File: src/rtl/pgp_hdr_pkg.sv
package pgp_hdr_pkg;

   localparam logic [7:0] NEW_FORMAT_MASK = 8'h40;
   localparam logic [7:0] TYPE_MASK       = 8'h3F;
   localparam logic [7:0] LEN_TWO_OCTET   = 8'd192;
   localparam logic [7:0] LEN_PARTIAL     = 8'd224;
   localparam logic [7:0] LEN_FIVE_OCTET  = 8'd255;
   localparam logic [7:0] PARTIAL_MASK    = 8'h1F;
   localparam logic [1:0] OLD_LEN_INDET   = 2'd3;
   localparam logic [2:0] NEW_MULTI_BYTES = 3'd4;

   typedef enum logic [2:0] {
      PH_TAG    = 3'd0,
      PH_NEWLEN = 3'd1,
      PH_SECOND = 3'd2,
      PH_MULTI  = 3'd3
   } phase_type;

   typedef struct packed {
      phase_type   phase;
      logic [2:0]  bytes_left;
      logic [31:0] length_accum;
      logic [5:0]  held_type;
      logic        held_new_format;
   } parse_state_type;

   typedef struct packed {
      logic [5:0]  pkt_tag;
      logic [31:0] pkt_len;
      logic        new_format;
      logic        partial_length;
   } rsp_type;

endpackage

File: src/rtl/pgp_packet_header_parser.sv
// a result is registered and appears in the cycle after the byte that completes its header is taken
// throughput: one header byte per cycle, limited only by the result register
// the next byte is taken while a result waits, as long as rsp_ready frees it
// reset (synchronous, active high) returns the parser to expecting a tag byte
// and drops any pending result
module pgp_packet_header_parser (
   input  logic        clock,
   input  logic        reset,
   input  logic        req_valid,
   output logic        req_ready,
   input  logic [7:0]  req_header_byte,
   output logic        rsp_valid,
   input  logic        rsp_ready,
   output logic [5:0]  rsp_pkt_tag,
   output logic [31:0] rsp_pkt_len,
   output logic        rsp_new_format,
   output logic        rsp_partial_length
);
   import pgp_hdr_pkg::*;

   parse_state_type state_ff, state_in, step_next;
   rsp_type         step_result, rsp_data;
   logic            step_emit;
   logic            accept;

   assign accept = req_valid && req_ready;

   pgp_hdr_step u_step (
      .cur         (state_ff),
      .header_byte (req_header_byte),
      .nxt         (step_next),
      .emit        (step_emit),
      .result      (step_result)
   );

   pgp_hdr_out u_out (
      .clock      (clock),
      .reset      (reset),
      .load       (accept && step_emit),
      .load_data  (step_result),
      .rsp_ready  (rsp_ready),
      .rsp_valid  (rsp_valid),
      .rsp_data   (rsp_data),
      .can_accept (req_ready)
   );

   assign state_in = accept ? step_next : state_ff;

   always_ff @(posedge clock) begin
      if (reset) begin
         state_ff.phase           <= PH_TAG;
         state_ff.bytes_left      <= 3'd0;
         state_ff.length_accum    <= 32'd0;
         state_ff.held_type       <= 6'd0;
         state_ff.held_new_format <= 1'b0;
      end else begin
         state_ff <= state_in;
      end
   end

   assign rsp_pkt_tag        = rsp_data.pkt_tag;
   assign rsp_pkt_len        = rsp_data.pkt_len;
   assign rsp_new_format     = rsp_data.new_format;
   assign rsp_partial_length = rsp_data.partial_length;

   a_multi_count : assert property (@(posedge clock) disable iff (reset)
      (state_ff.phase == PH_MULTI) |-> (state_ff.bytes_left != 3'd0))
      else $error("length byte phase with no bytes left");

   a_ready_when_empty : assert property (@(posedge clock) disable iff (reset)
      !rsp_valid |-> req_ready)
      else $error("input stalled with empty result register");

   a_new_partial_pow2 : assert property (@(posedge clock) disable iff (reset)
      (rsp_valid && rsp_new_format && rsp_partial_length) |-> $onehot(rsp_pkt_len))
      else $error("new format partial length not a power of two");

   a_old_partial_zero : assert property (@(posedge clock) disable iff (reset)
      (rsp_valid && !rsp_new_format) |->
      ((rsp_pkt_tag[5:4] == 2'd0) &&
       (rsp_partial_length == (rsp_pkt_len == 32'd0))))
      else $error("old format result inconsistent");

endmodule

File: src/rtl/pgp_hdr_step.sv
module pgp_hdr_step (
   input  pgp_hdr_pkg::parse_state_type cur,
   input  logic [7:0]                   header_byte,
   output pgp_hdr_pkg::parse_state_type nxt,
   output logic                         emit,
   output pgp_hdr_pkg::rsp_type         result
);
   import pgp_hdr_pkg::*;

   logic [7:0] c;
   logic [2:0] bl_dec;
   logic [31:0] accum_shift;
   phase_type  nxt_phase;

   assign c           = header_byte;
   assign bl_dec      = cur.bytes_left - 3'd1;
   assign accum_shift = {cur.length_accum[23:0], c};

   // next phase
   always_comb begin
      nxt_phase = PH_TAG;
      case (cur.phase)
         PH_NEWLEN: begin
            if (c >= LEN_TWO_OCTET && c < LEN_PARTIAL) begin
               nxt_phase = PH_SECOND;
            end else if (c == LEN_FIVE_OCTET) begin
               nxt_phase = PH_MULTI;
            end else begin
               nxt_phase = PH_TAG;
            end
         end
         PH_SECOND: nxt_phase = PH_TAG;
         PH_MULTI:  nxt_phase = (bl_dec != 3'd0) ? PH_MULTI : PH_TAG;
         default: begin
            if ((c & NEW_FORMAT_MASK) != 8'd0) begin
               nxt_phase = PH_NEWLEN;
            end else if (c[1:0] == OLD_LEN_INDET) begin
               nxt_phase = PH_TAG;
            end else begin
               nxt_phase = PH_MULTI;
            end
         end
      endcase
   end

   // data state and result
   always_comb begin
      nxt.phase           = nxt_phase;
      nxt.bytes_left      = cur.bytes_left;
      nxt.length_accum    = cur.length_accum;
      nxt.held_type       = cur.held_type;
      nxt.held_new_format = cur.held_new_format;
      emit                = 1'b0;
      result.pkt_tag        = cur.held_type;
      result.pkt_len        = 32'd0;
      result.new_format     = cur.held_new_format;
      result.partial_length = 1'b0;
      case (cur.phase)
         PH_NEWLEN: begin
            if (c < LEN_TWO_OCTET) begin
               emit           = 1'b1;
               nxt.bytes_left = 3'd0;
               result.pkt_len = {24'd0, c};
            end else if (c < LEN_PARTIAL) begin
               nxt.length_accum = {19'd0, c[4:0], 8'd0} + {24'd0, LEN_TWO_OCTET};
            end else if (c == LEN_FIVE_OCTET) begin
               nxt.length_accum = 32'd0;
               nxt.bytes_left   = NEW_MULTI_BYTES;
            end else begin
               emit                  = 1'b1;
               nxt.bytes_left        = 3'd0;
               result.pkt_len        = 32'd1 << c[4:0];
               result.partial_length = 1'b1;
            end
         end
         PH_SECOND: begin
            emit           = 1'b1;
            nxt.bytes_left = 3'd0;
            result.pkt_len = cur.length_accum + {24'd0, c};
         end
         PH_MULTI: begin
            nxt.length_accum = accum_shift;
            nxt.bytes_left   = bl_dec;
            result.pkt_len   = accum_shift;
            if (bl_dec == 3'd0) begin
               emit = 1'b1;
               // old format treats a zero length as partial
               result.partial_length = !cur.held_new_format && (accum_shift == 32'd0);
            end
         end
         default: begin
            nxt.length_accum = 32'd0;
            if ((c & NEW_FORMAT_MASK) != 8'd0) begin
               nxt.held_new_format = 1'b1;
               nxt.held_type       = c[5:0];
               nxt.bytes_left      = 3'd0;
            end else begin
               nxt.held_new_format = 1'b0;
               nxt.held_type       = {2'd0, c[5:2]};
               result.pkt_tag      = {2'd0, c[5:2]};
               result.new_format   = 1'b0;
               if (c[1:0] == OLD_LEN_INDET) begin
                  emit                  = 1'b1;
                  nxt.bytes_left        = 3'd0;
                  result.partial_length = 1'b1;
               end else begin
                  nxt.bytes_left = 3'd1 << c[1:0];
               end
            end
         end
      endcase
   end

endmodule

File: src/rtl/pgp_hdr_out.sv
module pgp_hdr_out (
   input  logic                 clock,
   input  logic                 reset,
   input  logic                 load,
   input  pgp_hdr_pkg::rsp_type load_data,
   input  logic                 rsp_ready,
   output logic                 rsp_valid,
   output pgp_hdr_pkg::rsp_type rsp_data,
   output logic                 can_accept
);
   import pgp_hdr_pkg::*;

   logic    valid_ff, valid_in;
   rsp_type data_ff;

   // a new byte may enter when no result is held or the held result leaves this cycle
   assign can_accept = !valid_ff || rsp_ready;
   assign valid_in   = load ? 1'b1 : (valid_ff && !rsp_ready);

   always_ff @(posedge clock) begin
      if (reset) begin
         valid_ff <= 1'b0;
      end else begin
         valid_ff <= valid_in;
      end
   end

   always_ff @(posedge clock) begin
      if (load) begin
         data_ff <= load_data;
      end
   end

   assign rsp_valid = valid_ff;
   assign rsp_data  = data_ff;

endmodule

File: config.mk
export PLATFORM = sky130hd
export DESIGN_NAME = pgp_packet_header_parser
export DESIGN_NICKNAME = d
export VERILOG_FILES = /design/src/rtl/pgp_hdr_pkg.sv /design/src/rtl/pgp_packet_header_parser.sv /design/src/rtl/pgp_hdr_step.sv /design/src/rtl/pgp_hdr_out.sv
export SDC_FILE = /design/constraint.sdc
export NUM_CORES = 1
export LEC_CHECK = 0
export ABC_AREA = 1
export BUFFER_PORTS_ARGS = -buffer_cell sky130_fd_sc_hd__clkbuf_2
export CAP_MARGIN = 40
export CORE_AREA = 3 3 119 121
export CTS_BUF_LIST = sky130_fd_sc_hd__clkbuf_4 sky130_fd_sc_hd__clkbuf_8 sky130_fd_sc_hd__clkbuf_16
export DETAILED_ROUTE_END_ITERATION = 8
export DIE_AREA = 0 0 122 124
export PLACE_DENSITY = 0.63
export SLEW_MARGIN = 30
export SYNTH_ARGS = -nofsm -noshare
export SYNTH_HDL_FRONTEND = slang
export SYNTH_SLANG_ARGS = --single-unit
File: constraint.sdc
create_clock -name clock -period 4.8 [get_ports clock]
set_clock_uncertainty 0.1 [all_clocks]
set_input_delay 0.48 -clock clock [delete_from_list [all_inputs] [get_ports clock]]
set_output_delay 0.48 -clock clock [all_outputs]
set_load 0.01 [all_outputs]
==> results.md <==
- Tot Pwr: approximately 1.9 mW
- Lkg Pwr: 2.60 nW
- # DRC: 0
- Core area: ~13000 um^2
- N_diodes: 0
- Synthesized net count: about 800
- Syn. warnings: 0
- GR Layer Usage met2: 35.1%
- IO Pins: 54
- Tmin final: between 2000 and 3000 ps
- RSZ-0062 raised after global routing: no
- Worst-margin pin slew: about 780 ps
- Htree depth: 3
- Antenna Nets Post-Route: 0
- Max cap viols: 0
- Fin cells: a little under 1k
- Post-Syn Instances: 763
- Filler instances: ~1.4k
- Pre-CTS setup slack: about 2100 ps
- Post-synthesis register bit count: between 80 and 90
- Most frequent cells in the layout: nand2_1, inv_1, nand3_1
- Setup Crit Path Kind: flip-flop to flip-flop
- Final period util: 57.8%
- Power Density: 326 nW/um^2
- Gp weighted congestion: 0.941
- Root Buffer: clkbuf_16
- Total grt overflow: 0
- Fin nets: around 830
- Tot GR Track Use: 23.1%
- First-pass GRT wire length: approximately 26 mm
- Crit path cell chain: nand2_1 -> buf_4 -> clkinv_1 -> a21oi_1 -> nand3_1 -> nand2_2 -> buf_12
- DRT Wirelength: between 15 and 20 mm
- Placed cell count: between 900 and 1k
- Critical path's largest stage delay: about 400 ps
- Die ar.: 15100 um^2
- Vias in the first global route: about 5.1k
- CP Data Required Time: 4760 ps
- CTS Buf Count: 9
- Clk Latency, worst-skew pair: ~360 ps
- Worst R2R Path Depth: 7
- Max Fanout on Critical Path: 34
- Hpwl dp: between 10 and 15 mm
- Synth cell types: 38
- Min-Delay Path Depth: 2
- Met1 usage: 31.2%
- Largest net degree at the start of global routing: 43
- Post-Syn Area per Cell: between 6 and 7 um^2
- Vias: 5409
- Most common cell after layout, fill and taps aside: nand2_1
- Clk slew on worst S/H paths: about 70 ps
- Worst setup margin: about 2000 ps
- Clock Path Buffers: 2
- Vias/cell: ~5.5
- CP max stage cell: dfxtp_1
- DR WL/cell: 17.1 um
- Number of DRC markers in iteration 0: 541
- Share of cells above drive strength 1: 10.7%
- IO Port Bufs: between 50 and 60
- Post-Syn Area: between 5000 and 6000 um^2
- Peak VDD IR: approximately 160 uV
- Die X: between 100 and 150 um
- Crit end category: flip-flop
- Fin. Hold Viols: 0
- Synth-to-layout area growth: 13.7%
- Post-CTS Hold Fix Bufs: 0
- Final TNS setup: 0 ps
- Worst hold path class: input port to flip-flop
- Initial antenna violation count: 0
- Count of final setup violators: 0
- GRT busiest layer: met2
- Initial Util: roughly 40%
- Number of core rows: 42
- Max-slew violations: 0
- Status: finished, final reports clean
- Seq/Total Area, Yosys: about two fifths
- Post-CTS setup buffer count: 0
- Critical Path Source Type: flip-flop
- Global routing met3 resource utilization: about 6.4%
- CTS tree: done
- Fmax: approximately 0.36 GHz
- R2R setup slack: approximately 2000 ps
- Sink Count: between 80 and 90
- CP arrival: around 2700 ps
- Iteration count of the initial detailed-routing pass: 5
- Max-slew headroom: a little under half
- Die Ht: around 120 um
- Post_cts resized: 0
[worst paths after layout]
| kind | to | start |
|---|---|---|
| hold reg to reg | state_ff[0] | state_ff[0] |
| hold / removal | state_ff[5] | reset |
| setup reg to reg | u_out.rsp_data[24] | state_ff[42] |
| setup / recovery | u_out.rsp_data[24] | state_ff[42] |
[layout make-up]
| class | count | area [um^2] | area share, % |
|---|---|---|---|
| Clock buffer | 9 | 225 | 3.79 |
| Clock inverter | 7 | 58.8 | 0.989 |
| Inverter | 103 | 387 | 6.50 |
| Multi-Input combinational cell | 551 | 2630 | 44.3 |
| Sequential cell | 85 | 2100 | 35.3 |
| Tap cell | 176 | 220 | 3.70 |
| Timing Repair Buffer | 59 | 323 | 5.43 |
[logic make-up (layout without fill, tap and decap cells)]
| kind of cell | count (synthesis) | count (layout) | synth area share, % |
|---|---|---|---|
| AO/OA/AOI/OAI | 134 | 134 | 13.9 |
| AND/OR/NAND/NOR | 404 | 404 | 33.3 |
| flip-flops | 85 | 85 | 40.2 |
| buffers and inverters | 127 | 178 | 9.57 |
| adder cells (fa/ha/maj) | 11 | 11 | 2.78 |
| XOR/XNOR | 2 | 2 | 0.335 |
[worst max-delay path: cells and delay by family, from the launching register on]
kind	cells	cell delay [ps]
DFF	1	410
AOI/OAI and AO/OA	1	330
and+or+nand+nor	3	610
buffers and inverters	3	1000
[flip-flops by register name (all words and copies together) (netlist names)]
signal and flops:
state_ff 44, u_out.rsp_data 40, u_out.rsp_valid 1
[synthesized netlist by cell type]
master,n,share of area (%)
nor3_1,15,1.4
o2111ai_1,1,0.17
nor3_4,1,0.31
nor4_1,3,0.36
nand3_1,90,8.6
a21o_1,1,0.14
buf_2,7,0.67
dfxtp_1,45,17
nand4_1,12,1.4
o31ai_1,1,0.14
and2_1,2,0.24
buf_1,2,0.14
ha_1,10,2.4
clkinv_1,3,0.22
o211ai_1,5,0.72
a31oi_1,7,0.84
nand2_2,1,0.12
nand3_2,1,0.19
nand3b_1,2,0.29
a22oi_1,4,0.57
o21ai_1,1,0.096
nand2_1,193,14
nor2_1,79,5.7
o221ai_1,1,0.17
or2_2,3,0.36
nor3_2,1,0.19
fa_1,1,0.38
o22ai_1,6,0.72
inv_2,2,0.14
nor2_4,1,0.22
a21boi_0,1,0.14
clkbuf_1,13,0.93
o21ai_0,52,5.0
edfxtp_1,40,23
a21oi_1,54,5.2
xnor2_1,2,0.33
inv_1,98,7.0
buf_6,2,0.43
[power breakdown]
| part | total (mW) | switching, mW | internal (mW) |
|---|---|---|---|
| logic | 0.379 | 0.266 | 0.113 |
| clock network | 0.679 | 0.322 | 0.357 |
| registers | 0.882 | 0.0497 | 0.832 |
[per-layer routing]
layer | up-vias | wire length (um)
met5 | - | 0
met4 | 0 | 519
met3 | 41 | 1510
met2 | 252 | 7460
met1 | 2479 | 7460
li1 | 2637 | -
[per-stage QoR]
step,instance area [um^2],util [%],hold WS [ps]
finish,5950,45.1,230
global route,5950,45.1,234
CTS,5940,45.0,221
detailed placement,5660,42.9,360
global placement,5640,42.7,354
floorplan,5230,-,334
Note: power is estimated with default switching activity, not from simulation.
